### config.mk
export PLATFORM = sky130hd
export DESIGN_NAME = hsv_to_rgb_color_correct_flat
export DESIGN_NICKNAME = d
export VERILOG_FILES = /design/src/sv/hsvc_pkg.sv /design/src/sv/hsvc_if.sv /design/src/sv/hsvc_sector.sv /design/src/sv/hsvc_convert.sv /design/src/sv/hsvc_scale.sv /design/src/sv/hsv_to_rgb_color_correct.sv /design/src/flat_wrapper.sv
export SDC_FILE = /design/constraint.sdc
export NUM_CORES = 2
export LEC_CHECK = 0
export BUFFER_PORTS_ARGS = -buffer_cell sky130_fd_sc_hd__buf_2
export CAP_MARGIN = 5
export CORE_MARGIN = 2
export CORE_UTILIZATION = 27
export DETAILED_ROUTE_END_ITERATION = 10
export PLACE_DENSITY = 0.41
export SKIP_LAST_GASP = 1
export SLEW_MARGIN = 20
export SYNTH_ARGS = -nofsm -noshare
export SYNTH_HDL_FRONTEND = slang
export SYNTH_SLANG_ARGS = --single-unit
### constraint.sdc
create_clock -name clk -period 5.65 [get_ports clk]
set_clock_uncertainty 0.2 [all_clocks]
set_input_delay 0.2825 -clock clk [delete_from_list [all_inputs] [get_ports clk]]
set_output_delay 0.2825 -clock clk [all_outputs]
set_load 0.01 [all_outputs]
### src/sv/hsvc_pkg.sv
// Shared types, constants and helper functions for the HSV to RGB color path.
// No dependencies; every other file in this folder imports it.
package hsvc_pkg;

    localparam int HUE_W   = 16;
    localparam int CH_W    = 8;
    localparam int CFG_AW  = 4;
    localparam int CFG_DW  = 32;

    localparam logic [5:0]  DEG_SECT    = 6'd60;
    localparam logic [14:0] RECIP60_LO  = 15'd17476;
    localparam logic [14:0] RECIP60_HI  = 15'd17477;
    localparam int          RECIP60_SH  = 20;
    localparam logic [15:0] RECIP6      = 16'd43691;
    localparam int          RECIP6_SH   = 18;
    localparam logic [7:0]  FULL_SCALE  = 8'd255;
    localparam logic [7:0]  ROUND_BIAS  = 8'd127;

    typedef enum logic [1:0] {
        REG_BAL_RED   = 2'd0,
        REG_BAL_GREEN = 2'd1,
        REG_BAL_BLUE  = 2'd2,
        REG_BRIGHT    = 2'd3
    } reg_idx_t;

    typedef enum logic [2:0] {
        SEC_RED_YEL = 3'd0,
        SEC_YEL_GRN = 3'd1,
        SEC_GRN_CYN = 3'd2,
        SEC_CYN_BLU = 3'd3,
        SEC_BLU_MAG = 3'd4,
        SEC_MAG_RED = 3'd5
    } sector_t;

    typedef logic [CH_W-1:0] chan_t;
    typedef chan_t [2:0]     rgb_t;
    typedef logic [13:0]     sprod_t;

    typedef struct packed {
        sector_t sector;
        sprod_t  sfq;
        sprod_t  sft;
        chan_t   sat;
        chan_t   val;
        chan_t   gain;
    } sect_t;

    typedef struct packed {
        rgb_t  rgb;
        chan_t gain;
    } conv_t;

    typedef struct packed {
        chan_t bal_red;
        chan_t bal_green;
        chan_t bal_blue;
        chan_t bright;
    } cfg_t;

    // floor(n / 255), exact for n up to 65152
    function automatic chan_t div255(input logic [15:0] n);
        logic [16:0] sum;
        sum = {1'b0, n} + 17'd1 + {9'd0, n[15:8]};
        return sum[15:8];
    endfunction

endpackage

### src/sv/hsvc_if.sv
// Item channels of the HSV to RGB color path: pixel in, corrected RGB out.
// Depends on hsvc_pkg.
interface hsvc_in_if;
    import hsvc_pkg::*;

    logic             valid;
    logic             ready;
    logic [HUE_W-1:0] hue_deg;
    chan_t            sat;
    chan_t            val;
    chan_t            gain;

    modport source (output valid, hue_deg, sat, val, gain, input ready);
    modport sink   (input valid, hue_deg, sat, val, gain, output ready);
endinterface

interface hsvc_out_if;
    import hsvc_pkg::*;

    logic  valid;
    logic  ready;
    chan_t red;
    chan_t green;
    chan_t blue;

    modport source (output valid, red, green, blue, input ready);
    modport sink   (input valid, red, green, blue, output ready);
endinterface

### src/sv/hsvc_sector.sv
// Hue reduction: splits the hue into a 60-degree sector and its remainder,
// and forms the saturation products. Three pipeline stages. Depends on hsvc_pkg.
module hsvc_sector (
    input  logic                      clk,
    input  logic                      rst_n,
    input  logic                      in_valid,
    output logic                      in_ready,
    input  logic [hsvc_pkg::HUE_W-1:0] hue_deg,
    input  hsvc_pkg::chan_t           sat,
    input  hsvc_pkg::chan_t           val,
    input  hsvc_pkg::chan_t           gain,
    output logic                      out_valid,
    input  logic                      out_ready,
    output hsvc_pkg::sect_t           out_data
);
    import hsvc_pkg::*;

    localparam int NST = 3;
    localparam int PW  = HUE_W + 15;
    localparam int QW  = $clog2((2 ** HUE_W - 1) / 60 + 1);
    localparam int Q6W = QW + 16 - RECIP6_SH;

    logic [NST-1:0] valid_reg;
    logic [NST-1:0] valid_next;
    logic [NST:0]   stage_ready;

    logic [PW-1:0]    prod_reg;
    logic [HUE_W-1:0] hue1_reg;
    chan_t            sat1_reg;
    chan_t            val1_reg;
    chan_t            gain1_reg;

    logic [QW-1:0] quo_reg;
    logic [QW-1:0] quo_next;
    logic [5:0]    frac_reg;
    logic [5:0]    frac_next;
    chan_t         sat2_reg;
    chan_t         val2_reg;
    chan_t         gain2_reg;

    sect_t sect_reg;
    sect_t sect_next;

    logic [QW-1:0]    quo_est;
    logic [HUE_W-1:0] rem_full;
    logic [6:0]       rem_lo;
    logic [QW+15:0]   q6_prod;
    logic [Q6W-1:0]   q6;
    logic [QW-1:0]    sec_full;

    always_comb
    begin
        stage_ready[NST] = out_ready;
        for (int i = NST - 1; i >= 0; i--)
        begin
            stage_ready[i] = !valid_reg[i] || stage_ready[i+1];
        end
        valid_next = {valid_reg[NST-2:0], in_valid};
    end

    always_comb
    begin
        quo_est  = prod_reg[RECIP60_SH +: QW];
        rem_full = hue1_reg - HUE_W'(quo_est) * HUE_W'(DEG_SECT);
        rem_lo   = rem_full[6:0];
        if (rem_lo >= {1'b0, DEG_SECT})
        begin
            quo_next  = quo_est + QW'(1);
            frac_next = 6'(rem_lo - {1'b0, DEG_SECT});
        end
        else
        begin
            quo_next  = quo_est;
            frac_next = rem_lo[5:0];
        end
    end

    always_comb
    begin
        q6_prod          = quo_reg * RECIP6;
        q6               = q6_prod[RECIP6_SH +: Q6W];
        sec_full         = quo_reg - QW'(q6) * QW'(3'd6);
        sect_next.sector = sector_t'(sec_full[2:0]);
        sect_next.sfq    = sprod_t'(sat2_reg) * sprod_t'(frac_reg);
        sect_next.sft    = sprod_t'(sat2_reg) * (sprod_t'(DEG_SECT) - sprod_t'(frac_reg));
        sect_next.sat    = sat2_reg;
        sect_next.val    = val2_reg;
        sect_next.gain   = gain2_reg;
    end

    always_ff @(posedge clk or negedge rst_n)
    begin
        if (!rst_n)
        begin
            valid_reg <= '0;
        end
        else
        begin
            for (int i = 0; i < NST; i++)
            begin
                if (stage_ready[i])
                begin
                    valid_reg[i] <= valid_next[i];
                end
            end
        end
    end

    always_ff @(posedge clk)
    begin
        if (stage_ready[0])
        begin
            prod_reg  <= PW'(hue_deg) * PW'(RECIP60_LO);
            hue1_reg  <= hue_deg;
            sat1_reg  <= sat;
            val1_reg  <= val;
            gain1_reg <= gain;
        end
        if (stage_ready[1])
        begin
            quo_reg   <= quo_next;
            frac_reg  <= frac_next;
            sat2_reg  <= sat1_reg;
            val2_reg  <= val1_reg;
            gain2_reg <= gain1_reg;
        end
        if (stage_ready[2])
        begin
            sect_reg <= sect_next;
        end
    end

    assign in_ready  = stage_ready[0];
    assign out_valid = valid_reg[NST-1];
    assign out_data  = sect_reg;

`ifndef SYNTHESIS
    a_frac_range: assert property (@(posedge clk) disable iff (!rst_n)
        valid_reg[1] |-> frac_reg < DEG_SECT)
        else $error("hue remainder out of sector range");

    a_sat_split: assert property (@(posedge clk) disable iff (!rst_n)
        valid_reg[2] |-> (16'(sect_reg.sfq) + 16'(sect_reg.sft)
                          == 16'(sect_reg.sat) * 16'(DEG_SECT)))
        else $error("saturation products do not add up to a full sector");
`endif

endmodule

### src/sv/hsvc_convert.sv
// HSV to RGB conversion: per-sector ramp levels p, q, t and channel select.
// Three pipeline stages. Depends on hsvc_pkg.
module hsvc_convert (
    input  logic            clk,
    input  logic            rst_n,
    input  logic            in_valid,
    output logic            in_ready,
    input  hsvc_pkg::sect_t in_data,
    output logic            out_valid,
    input  logic            out_ready,
    output hsvc_pkg::conv_t out_data
);
    import hsvc_pkg::*;

    localparam int NST = 3;
    localparam int RW  = 14 + 15;

    logic [NST-1:0] valid_reg;
    logic [NST-1:0] valid_next;
    logic [NST:0]   stage_ready;

    chan_t   ka_reg;
    chan_t   kb_reg;
    chan_t   ks_reg;
    sector_t sec1_reg;
    chan_t   val1_reg;
    chan_t   gain1_reg;
    logic    gray1_reg;

    logic [15:0] pn_reg;
    logic [15:0] qn_reg;
    logic [15:0] tn_reg;
    sector_t     sec2_reg;
    chan_t       val2_reg;
    chan_t       gain2_reg;
    logic        gray2_reg;

    conv_t conv_reg;
    conv_t conv_next;

    logic [RW-1:0] qa_prod;
    logic [RW-1:0] ta_prod;
    chan_t         p_lvl;
    chan_t         q_lvl;
    chan_t         t_lvl;

    always_comb
    begin
        stage_ready[NST] = out_ready;
        for (int i = NST - 1; i >= 0; i--)
        begin
            stage_ready[i] = !valid_reg[i] || stage_ready[i+1];
        end
        valid_next = {valid_reg[NST-2:0], in_valid};
    end

    always_comb
    begin
        qa_prod = RW'(in_data.sfq) * RW'(RECIP60_HI);
        ta_prod = RW'(in_data.sft) * RW'(RECIP60_HI);
    end

    always_comb
    begin
        p_lvl          = div255(pn_reg);
        q_lvl          = div255(qn_reg);
        t_lvl          = div255(tn_reg);
        conv_next.gain = gain2_reg;
        if (gray2_reg)
        begin
            conv_next.rgb = {val2_reg, val2_reg, val2_reg};
        end
        else
        begin
            case (sec2_reg)
                SEC_RED_YEL: conv_next.rgb = {p_lvl, t_lvl, val2_reg};
                SEC_YEL_GRN: conv_next.rgb = {p_lvl, val2_reg, q_lvl};
                SEC_GRN_CYN: conv_next.rgb = {t_lvl, val2_reg, p_lvl};
                SEC_CYN_BLU: conv_next.rgb = {val2_reg, q_lvl, p_lvl};
                SEC_BLU_MAG: conv_next.rgb = {val2_reg, p_lvl, t_lvl};
                default:     conv_next.rgb = {q_lvl, p_lvl, val2_reg};
            endcase
        end
    end

    always_ff @(posedge clk or negedge rst_n)
    begin
        if (!rst_n)
        begin
            valid_reg <= '0;
        end
        else
        begin
            for (int i = 0; i < NST; i++)
            begin
                if (stage_ready[i])
                begin
                    valid_reg[i] <= valid_next[i];
                end
            end
        end
    end

    always_ff @(posedge clk)
    begin
        if (stage_ready[0])
        begin
            ka_reg    <= FULL_SCALE - qa_prod[RECIP60_SH +: CH_W];
            kb_reg    <= FULL_SCALE - ta_prod[RECIP60_SH +: CH_W];
            ks_reg    <= FULL_SCALE - in_data.sat;
            sec1_reg  <= in_data.sector;
            val1_reg  <= in_data.val;
            gain1_reg <= in_data.gain;
            gray1_reg <= (in_data.sat == '0);
        end
        if (stage_ready[1])
        begin
            pn_reg    <= 16'(val1_reg) * 16'(ks_reg);
            qn_reg    <= 16'(val1_reg) * 16'(ka_reg);
            tn_reg    <= 16'(val1_reg) * 16'(kb_reg);
            sec2_reg  <= sec1_reg;
            val2_reg  <= val1_reg;
            gain2_reg <= gain1_reg;
            gray2_reg <= gray1_reg;
        end
        if (stage_ready[2])
        begin
            conv_reg <= conv_next;
        end
    end

    assign in_ready  = stage_ready[0];
    assign out_valid = valid_reg[NST-1];
    assign out_data  = conv_reg;

endmodule

### src/sv/hsvc_scale.sv
// Channel scaling: gain, white balance and brightness, each (x * k + 127) / 255.
// Four pipeline stages, three channels side by side. Depends on hsvc_pkg.
module hsvc_scale (
    input  logic            clk,
    input  logic            rst_n,
    input  hsvc_pkg::cfg_t  cfg,
    input  logic            in_valid,
    output logic            in_ready,
    input  hsvc_pkg::conv_t in_data,
    output logic            out_valid,
    input  logic            out_ready,
    output hsvc_pkg::rgb_t  out_rgb
);
    import hsvc_pkg::*;

    localparam int NST = 4;

    typedef logic [15:0] acc_t;

    logic [NST-1:0] valid_reg;
    logic [NST-1:0] valid_next;
    logic [NST:0]   stage_ready;

    acc_t [2:0] n1_reg;
    acc_t [2:0] n1_next;
    acc_t [2:0] n2_reg;
    acc_t [2:0] n2_next;
    acc_t [2:0] n3_reg;
    acc_t [2:0] n3_next;
    rgb_t       rgb_reg;
    rgb_t       rgb_next;
    rgb_t       wb;

    assign wb = {cfg.bal_blue, cfg.bal_green, cfg.bal_red};

    always_comb
    begin
        stage_ready[NST] = out_ready;
        for (int i = NST - 1; i >= 0; i--)
        begin
            stage_ready[i] = !valid_reg[i] || stage_ready[i+1];
        end
        valid_next = {valid_reg[NST-2:0], in_valid};
    end

    always_comb
    begin
        for (int c = 0; c < 3; c++)
        begin
            n1_next[c]  = acc_t'(in_data.rgb[c]) * acc_t'(in_data.gain) + acc_t'(ROUND_BIAS);
            n2_next[c]  = acc_t'(div255(n1_reg[c])) * acc_t'(wb[c]) + acc_t'(ROUND_BIAS);
            n3_next[c]  = acc_t'(div255(n2_reg[c])) * acc_t'(cfg.bright) + acc_t'(ROUND_BIAS);
            rgb_next[c] = div255(n3_reg[c]);
        end
    end

    always_ff @(posedge clk or negedge rst_n)
    begin
        if (!rst_n)
        begin
            valid_reg <= '0;
        end
        else
        begin
            for (int i = 0; i < NST; i++)
            begin
                if (stage_ready[i])
                begin
                    valid_reg[i] <= valid_next[i];
                end
            end
        end
    end

    always_ff @(posedge clk)
    begin
        if (stage_ready[0])
        begin
            n1_reg <= n1_next;
        end
        if (stage_ready[1])
        begin
            n2_reg <= n2_next;
        end
        if (stage_ready[2])
        begin
            n3_reg <= n3_next;
        end
        if (stage_ready[3])
        begin
            rgb_reg <= rgb_next;
        end
    end

    assign in_ready  = stage_ready[0];
    assign out_valid = valid_reg[NST-1];
    assign out_rgb   = rgb_reg;

endmodule

### src/sv/hsv_to_rgb_color_correct.sv
// Top level of the HSV to RGB color path: APB register file and pipeline.
// Depends on hsvc_pkg, hsvc_if, hsvc_sector, hsvc_convert and hsvc_scale.
//
// Channel   Dir  Payload                          Handshake
// pix_in    in   hue_deg[15:0] sat val gain       valid/ready
// pix_out   out  red green blue                   valid/ready
// APB       in   balance_red/green/blue, bright   psel/penable, pready tied high
//
// One item per cycle while pix_out is ready (3 hue, 3 conversion, 4 scaling stages).
// Each stage has its own valid bit and takes a new item when empty or when its
// successor takes its item, so bubbles fill while a result waits at pix_out.
// Reset clears the valid bits and sets all four registers to 255; no clearing pass.
module hsv_to_rgb_color_correct (
    input  logic                        clk,
    input  logic                        rst_n,
    input  logic                        psel,
    input  logic                        penable,
    input  logic                        pwrite,
    input  logic [hsvc_pkg::CFG_AW-1:0] paddr,
    input  logic [hsvc_pkg::CFG_DW-1:0] pwdata,
    output logic [hsvc_pkg::CFG_DW-1:0] prdata,
    output logic                        pready,
    hsvc_in_if.sink                     pix_in,
    hsvc_out_if.source                  pix_out
);
    import hsvc_pkg::*;

    cfg_t     cfg_reg;
    cfg_t     cfg_next;
    logic     wr_en;
    reg_idx_t wr_idx;

    logic  sect_valid;
    logic  sect_ready;
    sect_t sect_data;
    logic  conv_valid;
    logic  conv_ready;
    conv_t conv_data;
    rgb_t  out_rgb;

    assign pready = 1'b1;
    assign wr_en  = psel && penable && pwrite && pready;
    assign wr_idx = reg_idx_t'(paddr[3:2]);

    always_comb
    begin
        cfg_next = cfg_reg;
        if (wr_en)
        begin
            unique case (wr_idx)
                REG_BAL_RED:   cfg_next.bal_red   = pwdata[CH_W-1:0];
                REG_BAL_GREEN: cfg_next.bal_green = pwdata[CH_W-1:0];
                REG_BAL_BLUE:  cfg_next.bal_blue  = pwdata[CH_W-1:0];
                REG_BRIGHT:    cfg_next.bright    = pwdata[CH_W-1:0];
                default:       cfg_next = cfg_reg;
            endcase
        end
    end

    always_comb
    begin
        unique case (wr_idx)
            REG_BAL_RED:   prdata = CFG_DW'(cfg_reg.bal_red);
            REG_BAL_GREEN: prdata = CFG_DW'(cfg_reg.bal_green);
            REG_BAL_BLUE:  prdata = CFG_DW'(cfg_reg.bal_blue);
            REG_BRIGHT:    prdata = CFG_DW'(cfg_reg.bright);
            default:       prdata = '0;
        endcase
    end

    always_ff @(posedge clk or negedge rst_n)
    begin
        if (!rst_n)
        begin
            cfg_reg <= '{bal_red: FULL_SCALE, bal_green: FULL_SCALE,
                         bal_blue: FULL_SCALE, bright: FULL_SCALE};
        end
        else
        begin
            cfg_reg <= cfg_next;
        end
    end

    hsvc_sector u_sector (
        .clk       (clk),
        .rst_n     (rst_n),
        .in_valid  (pix_in.valid),
        .in_ready  (pix_in.ready),
        .hue_deg   (pix_in.hue_deg),
        .sat       (pix_in.sat),
        .val       (pix_in.val),
        .gain      (pix_in.gain),
        .out_valid (sect_valid),
        .out_ready (sect_ready),
        .out_data  (sect_data)
    );

    hsvc_convert u_convert (
        .clk       (clk),
        .rst_n     (rst_n),
        .in_valid  (sect_valid),
        .in_ready  (sect_ready),
        .in_data   (sect_data),
        .out_valid (conv_valid),
        .out_ready (conv_ready),
        .out_data  (conv_data)
    );

    hsvc_scale u_scale (
        .clk       (clk),
        .rst_n     (rst_n),
        .cfg       (cfg_reg),
        .in_valid  (conv_valid),
        .in_ready  (conv_ready),
        .in_data   (conv_data),
        .out_valid (pix_out.valid),
        .out_ready (pix_out.ready),
        .out_rgb   (out_rgb)
    );

    assign pix_out.red   = out_rgb[0];
    assign pix_out.green = out_rgb[1];
    assign pix_out.blue  = out_rgb[2];

`ifndef SYNTHESIS
    a_bright_write: assert property (@(posedge clk) disable iff (!rst_n)
        wr_en && (wr_idx == REG_BRIGHT) |=> cfg_reg.bright == $past(pwdata[CH_W-1:0]))
        else $error("brightness write not taken");

    a_red_hold: assert property (@(posedge clk) disable iff (!rst_n)
        !(wr_en && (wr_idx == REG_BAL_RED)) |=> $stable(cfg_reg.bal_red))
        else $error("red balance changed without a write");
`endif

endmodule
### src/flat_wrapper.sv
// flat-port wrapper written by rule: the top's interface ports become plain ports
module hsv_to_rgb_color_correct_flat import hsvc_pkg::*;
  (clk, rst_n, psel, penable, pwrite, paddr, pwdata, prdata, pready, pix_in_valid, pix_in_hue_deg, pix_in_sat, pix_in_val, pix_in_gain, pix_in_ready, pix_out_valid, pix_out_red, pix_out_green, pix_out_blue, pix_out_ready);
  hsvc_in_if pix_in_i ();
  hsvc_out_if pix_out_i ();
  input  logic clk;
  input  logic rst_n;
  input  logic psel;
  input  logic penable;
  input  logic pwrite;
  input  logic [hsvc_pkg::CFG_AW-1:0] paddr;
  input  logic [hsvc_pkg::CFG_DW-1:0] pwdata;
  output logic [hsvc_pkg::CFG_DW-1:0] prdata;
  output logic pready;
  input wire logic [$bits(pix_in_i.valid)-1:0] pix_in_valid;
  input wire logic [$bits(pix_in_i.hue_deg)-1:0] pix_in_hue_deg;
  input wire logic [$bits(pix_in_i.sat)-1:0] pix_in_sat;
  input wire logic [$bits(pix_in_i.val)-1:0] pix_in_val;
  input wire logic [$bits(pix_in_i.gain)-1:0] pix_in_gain;
  output wire logic [$bits(pix_in_i.ready)-1:0] pix_in_ready;
  output wire logic [$bits(pix_out_i.valid)-1:0] pix_out_valid;
  output wire logic [$bits(pix_out_i.red)-1:0] pix_out_red;
  output wire logic [$bits(pix_out_i.green)-1:0] pix_out_green;
  output wire logic [$bits(pix_out_i.blue)-1:0] pix_out_blue;
  input wire logic [$bits(pix_out_i.ready)-1:0] pix_out_ready;
  assign pix_in_i.valid = pix_in_valid;
  assign pix_in_i.hue_deg = pix_in_hue_deg;
  assign pix_in_i.sat = pix_in_sat;
  assign pix_in_i.val = pix_in_val;
  assign pix_in_i.gain = pix_in_gain;
  assign pix_in_ready = pix_in_i.ready;
  assign pix_out_valid = pix_out_i.valid;
  assign pix_out_red = pix_out_i.red;
  assign pix_out_green = pix_out_i.green;
  assign pix_out_blue = pix_out_i.blue;
  assign pix_out_i.ready = pix_out_ready;
  hsv_to_rgb_color_correct u_core (.clk(clk), .rst_n(rst_n), .psel(psel), .penable(penable), .pwrite(pwrite), .paddr(paddr), .pwdata(pwdata), .prdata(prdata), .pready(pready), .pix_in(pix_in_i), .pix_out(pix_out_i));
endmodule
Word-level counts from Yosys, hierarchy flattened
Index checks and enable logic that the tools add are counted.
{"block": "classes", "n_addsub": 41, "n_mul": 20, "n_lt_le_gt_ge": 1, "n_eq_ne": 7, "muxes": 5, "reduce_logical": 29}
{"cell": "16-bit by 1-bit adder with 16-bit output (second input constant)", "n": 12}
{"cell": "16-bit by 8-bit adder with 16-bit output", "n": 12}
{"cell": "8-bit by 8-bit multiplier with 16-bit output", "n": 12}
{"cell": "16-bit by 7-bit adder with 16-bit output (second input constant)", "n": 9}
{"cell": "32-bit one-hot mux with 4 select lines", "n": 1}
{"cell": "24-bit one-hot mux with 5 select lines", "n": 1}
{"cell": "14-bit by 15-bit multiplier with 28-bit output (second input constant)", "n": 2}
{"cell": "16-bit by 13-bit multiplier with 29-bit output (second input constant)", "n": 1}
{"cell": "11-bit by 16-bit multiplier with 27-bit output (second input constant)", "n": 1}
{"cell": "24-bit two-way mux", "n": 1}
{"cell": "8-bit subtractor (first input constant)", "n": 3}
{"cell": "8-bit by 6-bit multiplier with 14-bit output", "n": 1}
{"cell": "9-bit by 7-bit multiplier with 14-bit output", "n": 1}
{"cell": "11-bit by 1-bit adder with 11-bit output (second input constant)", "n": 1}
{"cell": "11-bit by 4-bit multiplier with 5-bit output (second input constant)", "n": 1}
{"cell": "11-bit two-way mux", "n": 1}
{"cell": "1-bit logical NOT", "n": 10}
{"cell": "1-bit logical OR", "n": 10}
{"cell": "9-bit by 2-bit multiplier with 2-bit output (second input constant)", "n": 1}
{"cell": "8-bit logical NOT", "n": 1}
{"cell": "2-bit AND reduction", "n": 4}
{"cell": "7-bit by 6-bit >= comparator with 1-bit output (second input constant)", "n": 1}
{"cell": "6-bit by 6-bit subtractor with 7-bit output (first input constant)", "n": 1}
{"cell": "7-bit subtractor", "n": 1}
{"cell": "other kinds (11)", "n": 14}
{"block": "word_totals", "reg_bits": 510, "inputBits": 83, "output_inout_bits": 59, "wordCells": 163}

Longest topological paths before layout
{"block": "logic_depth", "ltp_word": 11, "mapped_depth": 24, "depth_no_buf": 24}

Modules after synthesis
A second synthesis with hierarchy kept.
{"block": "unflattened", "hier_cells": 5628, "hier_area_um2": 58159.5}
{"module": "hsvc_scale", "instances": 1, "cells_per_inst": 2951, "area_per_inst_um2": 28358.4, "seq_area_each_um2": 5144.9}
{"module": "hsvc_convert", "instances": 1, "cells_per_inst": 1607, "area_per_inst_um2": 16543.4, "seq_area_each_um2": 4399.2}
{"module": "hsvc_sector", "instances": 1, "cells_per_inst": 963, "area_per_inst_um2": 11592.4, "seq_area_each_um2": 4189.0}
{"module": "hsv_to_rgb_color_correct", "instances": 1, "cells_per_inst": 107, "area_per_inst_um2": 1665.3, "seq_area_each_um2": 840.8}

Least setup slack after synthesis
OpenSTA, ideal clock, no wires.
{"block": "synth_path", "path_kind": "reg-to-reg", "start": "reg u_core.u_scale.n2_reg[41] (netlist bit)", "end": "reg u_core.u_scale.n3_reg[46] (netlist bit) (data pin)", "setup_time_ns": 0.266, "t_arrival_ns": 5.635, "t_required_ns": 5.184, "setup_slack_ns": -0.451, "path_stages_with_launch": 24, "path_buffers": 0, "synth_period_minus_slack_ns": 6.101, "cell_sequence": "edfxtp_1 > ha_1 > o21a_1 > o21a_1 > o2111ai_1 > a211oi_2 > nand3_1 > xnor2_1 > nand2_1 > fa_1 > inv_1 > fa_1 > fa_1 > inv_1 > fa_1 > inv_1 > ha_1 > o21a_1 > o31a_1 > o211ai_1 > nand2_1 > a41o_1 > o41ai_1 > xnor2_1"}
{"item": "start: declaration", "line_no": "hsvc_scale.sv:26", "rtl": "acc_t [2:0] n2_reg;"}
{"item": "start signal: assignment", "line_no": "hsvc_scale.sv:83", "rtl": "n2_reg <= n2_next;"}
{"item": "end signal: assignment", "line_no": "hsvc_scale.sv:87", "rtl": "n3_reg <= n3_next;"}
{"item": "end: declaration", "line_no": "hsvc_scale.sv:28", "rtl": "acc_t [2:0] n3_reg;"}

==> impl_summary.md <==
Die
The floorplan has 168 rows. The vertical die dimension is 463 um. The die covers 0.214 sq mm.

The number of primary I/O pins is 142. The initial utilization of the core area, before any placement, comes to 27.1%. The area of the core is 0.210 sq mm. The floorplan step set the die width to 463 um.

Synth
The total number of yosys warnings is 0. The share of synthesized cell area in and, or, nand and nor gates is 13.5%. The flip-flop and latch count after synthesis is 491. The number of enable flip-flop cells after synthesis is 449.

The xor/xnor cell area share of the yosys netlist is 4.74%. In the post-synthesis netlist, the biggest area contributors are edfxtp_1 (24%), fa_1 (22%), ha_1 (19%). The cell area after synthesis is 0.0569 sq mm. Summing the areas of all compound-gate instances in the mapped netlist gives 6.99% of the synthesized area. The share of async-settable or async-resettable flops after synthesis is 8.55%. After synthesis, the netlist uses 88 different library cells.

The largest area contributor in the netlist is edfxtp_1. The combinational family with the most area after synthesis is adder cells. The instance count of the mapped netlist is 5,493. The post-synthesis adder-cell area fraction is 41.0%. The share of the synthesized area in the top cell type is 23.7%.

For this run, the register share of the synthesized area comes to 25.6%. The prevailing post-synth register cell is edfxtp_1. The mean instance size in the synthesized netlist is 10.4 sq um. After synthesis, the share of cell area in mux cells is 1.08%.

Detailed routing
The detailed router used layers up to and including met5. Dividing the detail-routed wire length by the instance count gives 14.9 um. Once detail routing completed, the nets flagged for antenna violations numbered 0.

The detailed router put a total of 62.1 mm of wire on met1. For this block, the routed nets add up to 132 mm of wire. In this run, the number of DRC markers left after iteration 0 of detailed routing was 1,350.

The first-pass iteration count of the detailed router is 7. The final routed DRC violation total is 0. Dividing the detail-routed via count by the number of cells gives 4.36. The routed wire length on met3 is 3.38 mm. The routed layout has 38,600 vias. The met2 wirelength from detailed routing is 63.7 mm.

Clock network
The H-tree generated during clock tree synthesis spans 2 levels. The library cell used as clock root buffer is clkbuf_16. TritonCTS built the clock tree. Clock-pin slew was measured on the worst setup and hold paths at 0.06 ns. Buffers inserted during clock tree synthesis total 60. The clock drives 491 sinks. The clock reaches the later pin of the worst-skew pair after 0.69 ns. The clock passes through at most 3 buffers.

STA
Across all hold checks on the routed design, the worst slack comes to 0.0674 ns. The headroom to the max-slew limit is 28.4%. Setup repair after global routing could not meet its margin everywhere. The max-slew violation count is 0. The total count of hold-check failures in the final report came to 0. The post-route fraction of the period consumed by the critical path is 105%. The worst path setup slack after routing is -0.303 ns.

For the pin with the worst max-slew slack, the measured transition is 1.07 ns. The number of endpoints failing setup at the final stage is 21. The maximum operating frequency is 168 MHz. The minimum period implied by the final worst setup slack is 5.95 ns.

Worst setup path
At the worst endpoint, the required time is 5.88 ns. The critical path goes through ha_4, o21a_1, o21a_1, a221o_2, o211ai_1, xnor2_2, buf_4, and2_1, fa_1, ha_4, fa_1, inv_2, fa_1, inv_2, ha_4, nor2b_4, o31a_1, o211ai_1, nand2_1, a41o_1, o41ai_2, xnor2_1. The critical path contains buffers and inverters numbering 3 combined. The worst setup path is captured at a register.

Of all nets on the critical path, the largest fanout is 7. The worst setup path is launched from a register. The category of the critical setup timing path is register to register. The biggest cell delay along the critical path is 0.51 ns.

On the critical path, the stage with the largest delay is an instance of fa_1. In this run the worst setup path terminates at u_core.u_scale.n2_reg[46]. The worst reg2reg path depth is 22. Data arrives at the worst endpoint at 6.18 ns. The timing startpoint of the critical path is u_core.u_scale.n1_reg[46].

The instance count on the critical path is 22. The kind of cell adding the most delay to the critical path is adder cells. In this run the critical register-to-register path is captured at u_core.u_scale.n2_reg[46]. The startpoint identified for the worst register-to-register timing path is u_core.u_scale.n1_reg[46].

In this run the register-to-register setup slack is -0.30 ns.

Cells and area
The area taken by flip-flops and latches is 0.0146 sq mm. The relative area change from synthesis to final layout is 19.9%. The number of filler cells placed in the layout is 21,600.

In the final layout, the multi-input gates occupy 0.0405 sq mm. The layout net count is 7,561. The fraction of final layout cells sized beyond drive strength 1 is 16.8%. The register with the most flip-flops in the layout has 54 of them.

Flow run
Across the run, the number of max-cap violations was 0.

Place
The routability-driven placement congestion ratio is 0.825. The number of buffers added on ports is 90. Once detailed placement completed, the half-perimeter wirelength came to 108 mm.

GRT
The via count of the first global-routing pass was 41,400. Global routing finished with a remaining overflow of 0. The number of antenna violations at the first check in global routing is 6.

The maximum number of pins on one net before global-route repair is 70. The overall routing resource usage is 12.4%. The first-pass GRT wire length is 219 mm.

Status
The flow ran to the end, but the final reports show violations. The final reports fail on setup timing.

Worst hold path
The worst min-delay path category is primary input to async pin.
[kinds of logic after synthesis]
| family | after synthesis |
|---|---|
| DFF | 491 |
| buffers and inverters | 1043 |
| muxes | 47 |
| and+or+nand+nor | 1527 |
| AOI/OAI and AO/OA | 593 |
| xor gates and xnor gates | 305 |
| other | 2 |
| adders and majority gates | 1485 |
[per-stage QoR]
step | instance area, sq um | util, % | TNS, ns | std cells | setup WS [ns]
after detailed placement | 63700 | 30.4 | -8.80 | 8625 | -0.508
final | 68200 | 32.6 | -2.63 | 8850 | -0.303
after global routing | 68200 | 32.6 | -11.42 | 8849 | -0.619
after floorplan | 57700 | - | -1.41 | 5516 | -0.251
after CTS | 67100 | 32.0 | -3.33 | 8816 | -0.275
after global placement | 63700 | 30.4 | -6.70 | 8625 | -0.477
[routing by layer]
metal,track usage (%),vias up
li1,-,19100
met1,16.3,18900
met2,21.7,402
met3,1.44,143
met4,2.68,2
met5,0,-
[what timing repair did]
item,4_1_cts,5_1_grt
pin swaps,166,124
endpoints found under the hold margin,109,0
setup endpoints to repair,41,53
gates resized for setup,137,184
cloned,0,0
buffers inserted,36,39
hold buffers,43,0
[cells in the mapped netlist, types with 51 or more instances]
cell and number:
a21oi_1 155, nor2b_1 107, edfxtp_1 449, o21ai_0 99, fa_1 630, ha_1 855
and2_1 407, nor2_1 184, clkbuf_1 80, inv_1 920, xnor2_1 235, o21a_1 51
nor3_1 80, xor2_1 68, nand2_1 516, nand3_1 71
[worst min path at each step]
stage	from	endpoint	slack, ns	cells after the start
finish	rst_n	u_core.u_scale.valid_reg[0]	0.07	3
global route	pix_in_gain[5]	u_core.u_sector.gain1_reg[5]	0.07	2
detailed placement	u_core.u_sector.out_data[6]	u_core.u_convert.gain1_reg[6]	0.20	0
global placement	u_core.u_convert.gain2_reg[0]	u_core.u_convert.out_data[0]	0.20	0
CTS	rst_n	u_core.u_convert.valid_reg[2]	0.02	3
floorplan	rst_n	u_core.u_convert.valid_reg[0]	-0.21	0
[cell type report]
| cell class | instances | area share, % |
|---|---|---|
| Timing Repair Buffer | 536 | 6.02 |
| Sequential cell | 491 | 21.4 |
| Clock inverter | 36 | 0.693 |
| Multi-Input combinational cell | 3982 | 59.3 |
| Clock buffer | 76 | 2.39 |
| Tap cell | 2805 | 5.14 |
| Inverter | 922 | 5.07 |
| Antenna cell | 2 | 0.00733 |
[placed cells by master, fill, tap and decap left out, drive strengths merged, types with 10 or more instances in the layout]
| master | n |
|---|---|
| or3 | 12 |
| o21a | 51 |
| clkinv | 23 |
| or2 | 17 |
| inv | 924 |
| and3 | 28 |
| dfrtp | 10 |
| edfxtp | 449 |
| mux2 | 34 |
| xnor2 | 235 |
| nand2b | 38 |
| o2111ai | 11 |
| nand2 | 516 |
| conb | 25 |
| o41ai | 10 |
| a211oi | 21 |
| and2 | 407 |
| ha | 855 |
| buf | 493 |
| a21o | 39 |
| nand4 | 31 |
| a21boi | 14 |
| bufinv | 10 |
| dlygate4sd3 | 43 |
| nor2 | 186 |
| a21oi | 159 |
| o21ai | 104 |
| o21bai | 14 |
| fa | 630 |
| dfstp | 32 |
| nor3 | 80 |
| clkbuf | 76 |
| nor2b | 107 |
| a31oi | 24 |
| nand3 | 72 |
| xor2 | 68 |
| o211ai | 43 |
| o31ai | 12 |
[worst min-delay path: stages]
cell and delay [ns]:
dlygate4sd3_1 0.52, buf_2 0.09, buf_4 0.52
Power is not shown: default switching activity piles up to over one toggle a cycle in this logic, so the estimate is an artifact.
